--- src/sv/schedule_table_time_matcher_unit_assert.svh ---
// Assertion macros for the schedule table time matcher
`ifndef SCHEDULE_TABLE_TIME_MATCHER_UNIT_ASSERT_SVH
`define SCHEDULE_TABLE_TIME_MATCHER_UNIT_ASSERT_SVH

// Clocked assertion, disabled while reset is low
`define STTM_ASSERT(name, prop, msg) \
  name: assert property (@(posedge clk_i) disable iff (!rst_ni) prop) \
    else $error(msg);

// Condition that must never be true at a clock edge
`define STTM_ASSERT_NEVER(name, cond, msg) \
  `STTM_ASSERT(name, !(cond), msg)

`endif

--- src/sv/sttm_row_ram.sv ---
// Entry table RAM: one row per schedule entry, registered read
module sttm_row_ram #(
  parameter int unsigned Depth = 16,
  parameter int unsigned AddrW = 4,
  parameter int unsigned Width = 256
) (
  input  logic             clk_i,
  input  logic [AddrW-1:0] rd_addr_i,
  output logic [Width-1:0] rd_data_o,
  input  logic             wr_en_i,
  input  logic [AddrW-1:0] wr_addr_i,
  input  logic [Width-1:0] wr_data_i
);

  logic [Width-1:0] mem [Depth];
  logic [Width-1:0] rd_data_q;

  always_ff @(posedge clk_i) begin
    if (wr_en_i) begin
      mem[wr_addr_i] <= wr_data_i;
    end
  end

  always_ff @(posedge clk_i) begin
    rd_data_q <= mem[rd_addr_i];
  end

  assign rd_data_o = rd_data_q;

endmodule

--- config.mk ---
export PLATFORM = sky130hd
export DESIGN_NAME = sttm_row_ram
export DESIGN_NICKNAME = d
export VERILOG_FILES = /design/src/sv/schedule_table_time_matcher_unit_assert.svh /design/src/sv/sttm_row_ram.sv
export SDC_FILE = /design/constraint.sdc
export NUM_CORES = 2
export LEC_CHECK = 0
export BUFFER_PORTS_ARGS = -buffer_cell sky130_fd_sc_hd__buf_2
export CAP_MARGIN = 20
export CELL_PAD_IN_SITES_DETAIL_PLACEMENT = 0
export CELL_PAD_IN_SITES_GLOBAL_PLACEMENT = 2
export CORE_ASPECT_RATIO = 0.75
export CORE_MARGIN = 2
export CORE_UTILIZATION = 40
export DETAILED_ROUTE_END_ITERATION = 12
export GPL_TIMING_DRIVEN = 0
export PLACE_DENSITY = 0.8
export SYNTH_ARGS = -nofsm -noshare
export SYNTH_HDL_FRONTEND = slang
export SYNTH_SLANG_ARGS = --single-unit
--- constraint.sdc ---
create_clock -name clk_i -period 20.9 [get_ports clk_i]
set_input_delay 2.09 -clock clk_i [delete_from_list [all_inputs] [get_ports clk_i]]
set_output_delay 2.09 -clock clk_i [all_outputs]
set_load 0.01 [all_outputs]
==> metrics.md <==
| Metric | Value |
|---|---|
| Status | complete, no violations |
| Endpoints failing hold | 0 |
| VDD IR max | 0.00008132 V |
| Post-Syn Instances | 6648 |
| H-tree levels | 5 |
| Starting DRC count in detailed routing | 10441 |
| Placed cell areas | 173500 sq um |
| Placer Congestion | 0.7415 |
| Largest net degree at the start of global routing | 27 |
| Crit path time final | 4.771 ns |
| WP data required | 21.65 ns |
| Share of cells above drive strength 1 | 33.10% |
| HP Class | register to register |
| Netlist cell types | 26 |
| Pwr Density | 98.14 nW/um^2 |
| WL final | 422.9 mm |
| Vias/cell | 5.665 |
| Multiplexer share of the synthesized area | 14.71% |
| Critical R2R Launch | mem[11][240]$_DFFE_PP_ |
| Hold-fix buffers, CTS | 0 |
| CTS Buf Count | 409 |
| Die Wd | 731.2 um |
| Site row count | 200 |
| CP delay by family, top | buffers and inverters |
| Slew margin rel. | 7.750% |
| Adder-Cell Fraction of Synth Area | 0% |
| CTS root buf | clkbuf_16 |
| Worst setup SP type | input pin |
| I/O Pins | 522 |
| Clk_skew | 0.05928 ns |
| Max-cap violations | 0 |
| Fin nets | 8159 |
| Worst skew pair latency | 0.99 ns |
| Initial antenna violation count | 154 |
| Worst Path Arrival | 5.52 ns |
| Syn avg cell area | 23.87 sq um |
| Inst Count DP | 12732 |
| Total track usage | 20.69% |
| CP cell instances | buf_2, buf_2, or2_2, clkbuf_1, clkbuf_1, o221ai_1, o21ai_0 |
| Starting Density | 40.13% |
| GR Util met1 | 29.55% |
| Post-route insts no fill | 13555 |
| Register area share after synthesis | 80.76% |
| R2r setup slk | 18.95 ns |
| Post-route cell area | 187400 sq um |
| Congestion Overflow GR | 0 |
| CTS sink cnt | 4352 |
| Met3 Use GR | 4.449% |
| Most Crowded Layer GR | met2 |
| Fin. max-slew vios | 0 |
| Critical Path End Type | register |
| Setup TNS Final | 0 ns |
| CTS tree | built |
| Yosys warning count | 0 |
| CTS Buffer Depth | 4 |
| Crit path max fanout | 10 |
| Fmax | 209.6 MHz |
| Hold depth | 3 |
| Worst-Margin Slew | 1.369 ns |
| First-pass GRT wire length | 589.6 mm |
| Worst path max stage delay | 1.09 ns |
| Post-synthesis compound-gate area fraction | 2.557% |
| Synth Area in XOR/XNOR | 0% |
| Routed vias | 76792 |
| Hold_sp | mem[14][192]$_DFFE_PP_ |
| CTS clk-pin slew, worst paths | 0.07 ns |
| Mapped Nets | 6914 |
| Kind of critical path | input pin to register |
| RSZ-0062 raised after global routing | false |
| Pleak | 0.06028 uW |
| Final ANT Viol Nets | 0 |
| Crit path launch | rd_addr_i[1] |
| DR WL/cell | 31.20 um |
| Gates resized, CTS repair | 0 |
| Hpwl dp | 281.0 mm |
| # DRC | 0 |
| Number of global-route vias before repair | 76853 |
| Die Y | 549.4 um |
| Met2 Track Usage GR | 32.13% |
| Reg2reg end | rd_data_o[240]$_DFF_P_ |
| Final setup viols | 0 |
| Mapped Area | 158700 sq um |
| Pre-Repair DR Iteration Count | 6 |
| Area grow syn2layout | 18.10% |
| Post-Synth Simple-Gate Area | 0.8217% |
| Filler cell count | 31730 |
| Period utilisation layout | 22.83% |
| Synth Register Bits | 4352 |
| Largest family of logic cells by synthesized area | multiplexers |
| CP max stage cell | o21ai_0 |
| Die ar. | 401700 sq um |
| R2R cell count | 3 |
| Port bufs | 518 |
| Placeable Area | 395400 sq um |
| Fin Hold WS | 0.6586 ns |
| WHS Endpoint | rd_data_o[192]$_DFF_P_ |
| Post-CTS Setup Repair Bufs | 0 |
| Buf/Inv on CP | 4 |
## worst min-delay path: cells and delay by family, from the launching register on
family / cells / cell delay (ns)
flip-flops: 1 / 0.31
multiplexers: 1 / 0.22
AO/OA/AOI/OAI: 1 / 0.06
AND/OR/NAND/NOR: 1 / 0.06
## metal layers
| metal | routed length, um | vias up | part of all wire (%) |
|---|---|---|---|
| met1 | 172000 | 41124 | 41 |
| met2 | 197300 | 3816 | 47 |
| met4 | 13280 | 68 | 3.1 |
| met5 | 414 | - | 0.098 |
| li1 | - | 31062 | - |
| met3 | 39930 | 722 | 9.4 |
## where the power goes
part	leakage, uW	switching (uW)	internal, uW
clock	0.00665	3290	4280
sequential	0.0392	73.1	9750
combinational	0.0145	611	380
## cell usage in the layout, fill, tap and decap left out, types with 27 or more instances in the layout
cell / n
buf_4: 92
clkbuf_16: 416
bufinv_16: 42
mux2_2: 106
clkinv_1: 76
buf_2: 605
dfxtp_1: 256
nand2b_1: 27
o221ai_1: 33
buf_12: 143
o21ai_0: 27
nand2_1: 202
edfxtp_1: 4096
mux4_2: 968
clkinv_2: 73
mux2i_1: 35
diode_2: 58
nor2b_1: 39
clkbuf_1: 220
a22oi_1: 450
buf_16: 43
buf_6: 108
buf_8: 27
## registers in the layout, indices dropped and copies added, names as in the netlist
signal,cells
mem,4096
rd_data_o,256
## per-stage QoR
stage	util (%)	total power (uW)	worst slack [ns]
final	47.39	18390	16.13
after global routing	47.37	18930	16.25
after CTS	47.35	18540	16.39
after detailed placement	43.89	11020	15.33
after global placement	42.45	11050	-23.19
after floorplan	-	10530	0.04691
## cells by family after synthesis
logic type / count (synthesis)
compound gates: 539
buf+inv: 353
flops: 4352
mux: 1109
simple gates: 295
## layout make-up
cell class	count	area (sq um)	share of cell area [%]
Tap cell	5252	6571	3.507
Timing Repair Buffer	834	8193	4.372
Antenna cell	58	145.1	0.07746
Multi-Input combinational cell	1943	28820	15.38
Sequential cell	4352	128100	68.38
Buffer	353	1834	0.9789
Clock buffer	515	11020	5.882
Clock inverter	248	2665	1.422
## worst max-delay path by stage
stage | endpoint | slack (ns) | cells after the start
after floorplan | mem[12][0]$_DFFE_PP_ | 0.05 | 1
after global placement | mem[12][161]$_DFFE_PP_ | -23.19 | 3
after detailed placement | mem[12][141]$_DFFE_PP_ | 15.33 | 13
after CTS | mem[12][157]$_DFFE_PP_ | 16.39 | 13
after global routing | mem[12][141]$_DFFE_PP_ | 16.25 | 13
final | rd_data_o[240]$_DFF_P_ | 16.13 | 7
## cells in the mapped netlist
cell type  instances  area [sq um]
a221oi_1          23         201.4
a22oi_1          450          3378
and2_1             3         18.77
buf_1             19         71.32
buf_2             87         435.4
buf_4             89         668.1
buf_6              8         90.09
clkbuf_1         150         563.0
dfxtp_1          256          5125
edfxtp_1        4096        123000
mux2_2           106          1194
mux2i_1           35         350.3
mux4_2           968         21800
nand2_1          202         758.2
nand2b_1          27         168.9
nand3_1            1         5.000
nand3b_1           2         15.01
nor2_1            14         52.55
nor2_2             1         6.260
nor2b_1           39         244.0
nor3_1             4         20.02
o21ai_0           27         135.1
o221ai_1          33         289.0
o22a_1             6         52.55
or2_2              1         6.260
or3b_2             1         8.760
Power figures use the tool's default switching activity.
