===== src/sv/schedule_table_time_matcher_unit_assert.svh =====
// Assertion macros for the schedule table time matcher
`ifndef SCHEDULE_TABLE_TIME_MATCHER_UNIT_ASSERT_SVH
`define SCHEDULE_TABLE_TIME_MATCHER_UNIT_ASSERT_SVH

// Clocked assertion, disabled while reset is low
`define STTM_ASSERT(name, prop, msg) \
  name: assert property (@(posedge clk_i) disable iff (!rst_ni) prop) \
    else $error(msg);

// Condition that must never be true at a clock edge
`define STTM_ASSERT_NEVER(name, cond, msg) \
  `STTM_ASSERT(name, !(cond), msg)

`endif


===== src/sv/sttm_pkg.sv =====
// Types and constants shared by the schedule table time matcher
package sttm_pkg;

  localparam int unsigned EntriesDef   = 16;
  localparam int unsigned MaxValuesDef = 10;
  localparam int unsigned Fields       = 4;
  localparam int unsigned ResultCap    = 16;
  localparam int unsigned KindW        = 2;
  localparam int unsigned LenW         = 4;
  localparam int unsigned ValW         = 6;

  typedef enum logic [1:0] {
    KIND_SINGLE = 2'd0,
    KIND_RANGE  = 2'd1,
    KIND_LIST   = 2'd2,
    KIND_ANY    = 2'd3
  } kind_e;

  typedef enum logic [1:0] {
    REQ_SET_KIND   = 2'd0,
    REQ_WRITE_SLOT = 2'd1,
    REQ_TICK       = 2'd2,
    REQ_INVALIDATE = 2'd3
  } req_e;

  // Header of one schedule field as kept in a table row
  typedef struct packed {
    kind_e            kind;
    logic [LenW-1:0]  len;
  } fld_hdr_t;

endpackage


===== src/sv/sttm_field_match.sv =====
// Compare one time field against one schedule field of a table row
module sttm_field_match #(
  parameter int unsigned MaxValues = 10
) (
  input  sttm_pkg::fld_hdr_t                       hdr_i,
  input  logic [MaxValues*sttm_pkg::ValW-1:0]      vals_i,
  input  logic [sttm_pkg::ValW-1:0]                time_i,
  output logic                                     match_o
);
  import sttm_pkg::*;

  logic [ValW-1:0] v0;
  logic [ValW-1:0] v1;
  logic            list_hit;

  assign v0 = vals_i[0 +: ValW];
  assign v1 = vals_i[ValW +: ValW];

  always_comb begin
    list_hit = 1'b0;
    for (int p = 0; p < MaxValues; p++) begin
      if ((5'(p) < {1'b0, hdr_i.len}) && (vals_i[p*ValW +: ValW] == time_i)) begin
        list_hit = 1'b1;
      end
    end
  end

  always_comb begin
    case (hdr_i.kind)
      KIND_SINGLE: match_o = (time_i == v0);
      KIND_RANGE:  match_o = (time_i >= v0) && (time_i <= v1);
      KIND_LIST:   match_o = list_hit;
      KIND_ANY:    match_o = 1'b1;
      default:     match_o = 1'b0;
    endcase
  end

endmodule


===== config.mk =====
export PLATFORM = sky130hd
export DESIGN_NAME = sttm_field_match
export DESIGN_NICKNAME = d
export VERILOG_FILES = /design/src/sv/schedule_table_time_matcher_unit_assert.svh /design/src/sv/sttm_pkg.sv /design/src/sv/sttm_field_match.sv
export SDC_FILE = /design/constraint.sdc
export NUM_CORES = 1
export LEC_CHECK = 0
export BUFFER_PORTS_ARGS = -buffer_cell sky130_fd_sc_hd__buf_4
export CORE_MARGIN = 1.5
export CORE_UTILIZATION = 43
export DETAILED_ROUTE_END_ITERATION = 6
export GPL_TIMING_DRIVEN = 0
export PLACE_DENSITY_LB_ADDON = 0.12
export SYNTH_ARGS = -nofsm -noshare
export SYNTH_HDL_FRONTEND = slang
export SYNTH_SLANG_ARGS = --single-unit

===== constraint.sdc =====
create_clock -name vclk -period 1.8
set_input_delay 0.09 -clock vclk [all_inputs]
set_output_delay 0.09 -clock vclk [all_outputs]
set_load 0.01 [all_outputs]

==> results of run 1 <==
## worst paths after layout
check / from / end / slack [ns] / cells past startpoint
min: hdr_i[4] / match_o / 0.55 / 4
max: vals_i[3] / match_o / 0.08 / 10
## kinds of logic after synthesis
logic type,after synthesis,share of synthesized area (%)
XOR/XNOR,48,42.6
AND/OR/NAND/NOR,33,17.8
buffers and inverters,19,10.1
AO/OA/AOI/OAI,18,14.6
adder cells (fa/ha/maj),12,14.9
## critical path, delay by kind of cell
family | cells | cell delay (ns)
buffers and inverters | 3 | 0.32
and+or+nand+nor | 3 | 0.40
AOI/OAI and AO/OA | 3 | 0.61
adders and majority gates | 1 | 0.20
## where the power goes
part	internal [W]	switching [W]
combinational	0.000219	0.000155
sequential	0	0
clock	0	0
total	0.000219	0.000155
## synth_stat cells
master,n
nand2_1,7
nor2_1,5
a21oi_1,3
a2111oi_2,1
nor4b_1,1
buf_4,4
xor2_1,29
nand3_1,2
o311a_1,1
and3_1,1
a221oi_1,2
o31ai_1,1
o21ai_0,2
o32ai_1,2
o2111a_1,1
xor2_2,1
and4_1,2
inv_1,13
o211ai_1,1
nand4_1,4
a22o_2,1
a41o_1,1
nand2b_1,2
a21o_1,1
nor4_1,5
buf_6,2
nor3_1,3
and2b_1,1
a211oi_1,1
ha_1,12
xnor2_1,18
## through the flow
stage	TNS (ns)	util (%)	std cells
after floorplan	0	-	130
after global placement	-0.0909	71.4	230
after detailed placement	-0.119	71.4	230
after CTS	0	72.6	230
after global routing	0	74.4	230
final	0	74.4	230
## layer usage
layer | global-route usage (%) | routed length, um
met5 | 0 | 0
met1 | 28.7 | 1180
met4 | 0.439 | 0
met3 | 0.877 | 195
met2 | 43.5 | 1540
## layout make-up
type | instances | area share, %
plain buffers | 6 | 3.73
well taps | 28 | 2.13
multi-input cells | 111 | 58.3
inverters | 13 | 2.97
repair buffers | 72 | 32.9
## timing repair
action | 4_1_cts | 5_1_grt
cloned | 0 | 0
pin swaps | 1 | 6
resized for setup | 5 | 7
setup endpoints to repair | 1 | 1
==> impl_metrics.yaml, run 1 <==
die:
  boundaryPins: 73
  die_y_um: 51.3
  die_x_um: 51.3
  fp.dieArea_um2: 2640
  num_rows: 17
  initial_utilization_pct: 45.4
  coreArea_um2: 2210
synthesis:
  synth_top_area_cell: "xor2_1"
  synth_area_um2: 1000
  synth_nets: 214
  ys_seq_area_share_pct: 0
  synth_top_area_share_pct: 25.3
  syn_inst: 130
  synth_cell_types: 31
  yosysWarningCount: 0
  synthTopCellsByArea: "xor2_1 (25%), xnor2_1 (16%), ha_1 (15%), inv_1 (4.9%), nor4_1 (3.1%)"
  syn_area_per_cell_um2: 7.73
timing:
  fin_ws_ns: 0.0781
  tightest_slew_ns: 0.335
  maxSlewHeadroom_pct: 77.5
  rsz0062_at_grt: "no"
  finalHoldViolations: 0
  setup_violations: 0
  period_minus_slack_ns: 1.72
  slew_violations: 0
  fin_crit_sh_pct: 95.7
  whs_ns: 0.552
  clock.fmax_mhz: 581
critical_path:
  required_ns: 1.71
  critPathLaunchType: "input pin"
  cp_data_arrival_time_ns: 1.63
  crit_type: "input pin to output port"
  crit_path_cell_trace: "buf_4 -> inv_2 -> ha_4 -> and3_4 -> and4_4 -> a221oi_2 -> o311a_1 -> a41o_1 -> nand3_1 -> buf_4"
  worst_setup_path_end_kind: "output port"
  crit_slowest_cell: "a221oi_2"
  cpMostUsedCell: "buf_4"
  cp_max_fo: 3
  crit_path_max_incr_delay_ns: 0.25
placement:
  dpl_worst_slack_ns: -0.119
  hpwl_mm: 2.49
  gp_congestion: 0.875
  placed_area_um2: 1580
  portBuffers: 72
grt:
  grt_use_total_pct: 22.4
  grt_pass1_wl_mm: 4.65
  antenna_found_initial: 0
  grt_pass1_vias: 1117
  grt_overflow: 0
  grt_max_degree: 10
route:
  drtPass1Iterations: 4
  vias: 1167
  via_per_inst: 5.07
  drt_wl_total_mm: 2.92
  drtAntennaViolNets: 0
  drc_errors: 0
  wl_per_cell_um: 12.7
  drtIter0Drc: 8
finish:
  fillCellCount: 182
  layout_commonest_cell: "buf_4"
  layout-drive-gt1-share_pct: 45.0
  finalInstanceArea_um2: 1650
  layout_common_cells: "buf_4 (76), xor2_1 (29), xnor2_1 (18)"
  multi_input_area_um2: 960
  fin_nets: 288
  area_growth_pct: 63.8
  clock_buffers: 0
  antenna_cells: 0
  ff_latch_area_um2: 0
  flops_and_latches: 0
power:
  total_power_w: 0.000374
  pwr_density_cell_nw_per_um2: 227
  power_leakage_nw: 0.802
  irDropWorstVdd_uv: 163
outcome:
  status: "completed"
clocking:
  hold_buffers: 0
  post-cts-setup-buffers: 0
job:
  maxCapViolCount: 0
hold_path:
  min_path_type: "input pin to output port"
Note: power is estimated with default switching activity, not from simulation.
==> inputs of run 2 (changes only) <==
--- a/config.mk
+++ b/config.mk
@@ -5,9 +5,10 @@
 export SDC_FILE = /design/constraint.sdc
 export NUM_CORES = 1
 export LEC_CHECK = 0
+export ABC_AREA = 1
 export BUFFER_PORTS_ARGS = -buffer_cell sky130_fd_sc_hd__buf_4
 export CORE_MARGIN = 1.5
-export CORE_UTILIZATION = 43
+export CORE_UTILIZATION = 47
 export DETAILED_ROUTE_END_ITERATION = 6
 export GPL_TIMING_DRIVEN = 0
 export PLACE_DENSITY_LB_ADDON = 0.12
==> run 2 against run 1 <==
Against the previous run:
- global-route usage shrank 0.34 points
- critical path depth grew 2
- via count grew 37%
- wire length grew 13%
- synthesized area grew 26%
- total power grew 8.3%
- largest power group unchanged
==> impl_metrics.yaml, run 2 <==
timing:
  clock.fmax_mhz: 666
  fin_setup_tns_ns: 0
  period_minus_slack_ns: 1.50
  slew_violations: 0
  maxSlewHeadroom_pct: 87.5
  setup_violations: 0
  fin_crit_sh_pct: 83.4
  tightest_slew_ns: 0.186
  rsz0062_at_grt: "no"
  finalHoldViolations: 0
placement:
  portBuffers: 72
  place_inst: 349
  gp_congestion: 0.826
  placed_area_um2: 1850
  hpwl_mm: 2.89
hold_path:
  min_path_type: "input pin to output port"
synthesis:
  synth_top_area_cell: "nand2_1"
  synth_nets: 331
  synth_cell_types: 18
  synth_area_um2: 1270
  synth_top_cells_by_count: "nand2_1 (91), inv_1 (41), nor2_1 (34)"
  syn_area_per_cell_um2: 5.14
  syn_inst: 247
  synthTopCellsByArea: "nand2_1 (27%), inv_1 (12%), ha_1 (12%), nor2_1 (10%), xor2_1 (9.0%)"
  synth_top_area_share_pct: 26.9
  ys_seq_area_share_pct: 0
  synth_most_common_cell: "nand2_1"
  yosysWarningCount: 0
critical_path:
  crit_path_max_incr_delay_ns: 0.29
  cp_max_fo: 3
  required_ns: 1.71
  crit_path_cell_trace: "buf_4 -> ha_1 -> nand2_1 -> nor2_1 -> o21ai_0 -> o211ai_1 -> a21oi_1 -> o21ai_0 -> nand2_1 -> inv_1 -> nand2_1 -> buf_4"
  crit_slowest_cell: "ha_1"
  worst_setup_path_end_kind: "output port"
  crit_type: "input pin to output port"
  critPathLaunchType: "input pin"
  cp_data_arrival_time_ns: 1.41
  cpMostUsedCell: "nand2_1"
power:
  pwr_density_cell_nw_per_um2: 219
  total_power_w: 0.000405
  irDropWorstVdd_uv: 156
  p_sw_w: 0.000189
  power_leakage_nw: 1.16
  pwr-share-seq_pct: 0
  intPower_w: 0.000216
  switching_share_pct: 46.6
  power_frac_clock_pct: 0
  combPwrFrac_pct: 100.0
outcome:
  status: "completed"
finish:
  area_growth_pct: 45.5
  fin_nets: 405
  ff_latch_area_um2: 0
  layout-drive-gt1-share_pct: 27.9
  layout_common_cells: "nand2_1 (91), buf_4 (72), inv_1 (41)"
  flops_and_latches: 0
  fin_cells: 349
  antenna_cells: 0
  layout_commonest_cell: "nand2_1"
  clock_buffers: 0
  fin_util_pct: 73.3
  finalInstanceArea_um2: 1850
route:
  via_per_inst: 4.58
  wl_per_cell_um: 9.45
  drtPass1Iterations: 4
  drt_wl_total_mm: 3.30
  drtIter0Drc: 17
  vias: 1597
  drc_errors: 0
  drtAntennaViolNets: 0
grt:
  grt_overflow: 0
  grt_max_degree: 10
  grt_use_total_pct: 22.1
  grt_pass1_wl_mm: 5.02
  antenna_found_initial: 0
  grt_pass1_vias: 1285
die:
  die_x_um: 55.0
  die_y_um: 55.0
  boundaryPins: 73
  fp.dieArea_um2: 3020
  coreArea_um2: 2520
  num_rows: 18
  initial_utilization_pct: 50.3
clocking:
  post-cts-setup-buffers: 0
  hold_buffers: 0
  cts_resized: 0
job:
  maxCapViolCount: 0
run 2: cell types whose count changed in the layout (fill, tap and decap cells not counted), sizes merged, moves of 5 or more:
| cell | before | now |
|---|---|---|
| inv | 13 | 47 |
| nor4 | 5 | 0 |
| nand2 | 7 | 94 |
| xor2 | 30 | 13 |
| nand3 | 2 | 11 |
| xnor2 | 18 | 12 |
| nor2 | 5 | 36 |
run 2: stage by stage:
stage | hold slack (ns) | setup slack [ns]
5_1_grt | 0.502 | 0.131
6_report | 0.482 | 0.298
4_1_cts | 0.480 | 0.279
3_5_place_dp | 0.476 | 0.288
3_3_place_gp | 0.476 | 0.324
2_1_floorplan | 0.297 | 0.626
run 2: critical path: cells and delay by family:
kind | cells | cell delay, ns
compound gates | 4 | 0.37
simple gates | 4 | 0.35
buf+inv | 3 | 0.31
fa+ha+maj | 1 | 0.29
run 2: area by class of cell:
class                           instances  area (um2)
Buffer                                  6        67.6
Fill cell                             248         674
Inverter                               47         189
Multi-Input combinational cell        194        1010
Tap cell                               30        37.5
Timing Repair Buffer                   72         541
run 2: layer usage:
layer | track usage, % | vias up | routed length, um
met5 | 0 | - | 0
met4 | 1.22 | 0 | 14
met3 | 0.538 | 2 | 206
met2 | 44.2 | 47 | 1650
met1 | 26.9 | 665 | 1430
li1 | - | 883 | -
run 2: power groups by stage:
stage               registers, W  clock network, W  logic, W
CTS                            0                 0  0.000408
floorplan                      0                 0  0.000224
global route                   0                 0  0.000456
detailed placement             0                 0  0.000406
finish                         0                 0  0.000405
global placement               0                 0  0.000396
run 2: path summary, 6_finish.rpt:
| path | to | start | cells past startpoint |
|---|---|---|---|
| max | match_o | time_i[5] | 12 |
| min | match_o | hdr_i[5] | 4 |
run 2: kinds of logic after synthesis:
group / synth area share, %
AND/OR/NAND/NOR: 45.2
adder cells (fa/ha/maj): 11.8
AO/OA/AOI/OAI: 5.52
buffers and inverters: 20.2
XOR/XNOR: 17.2
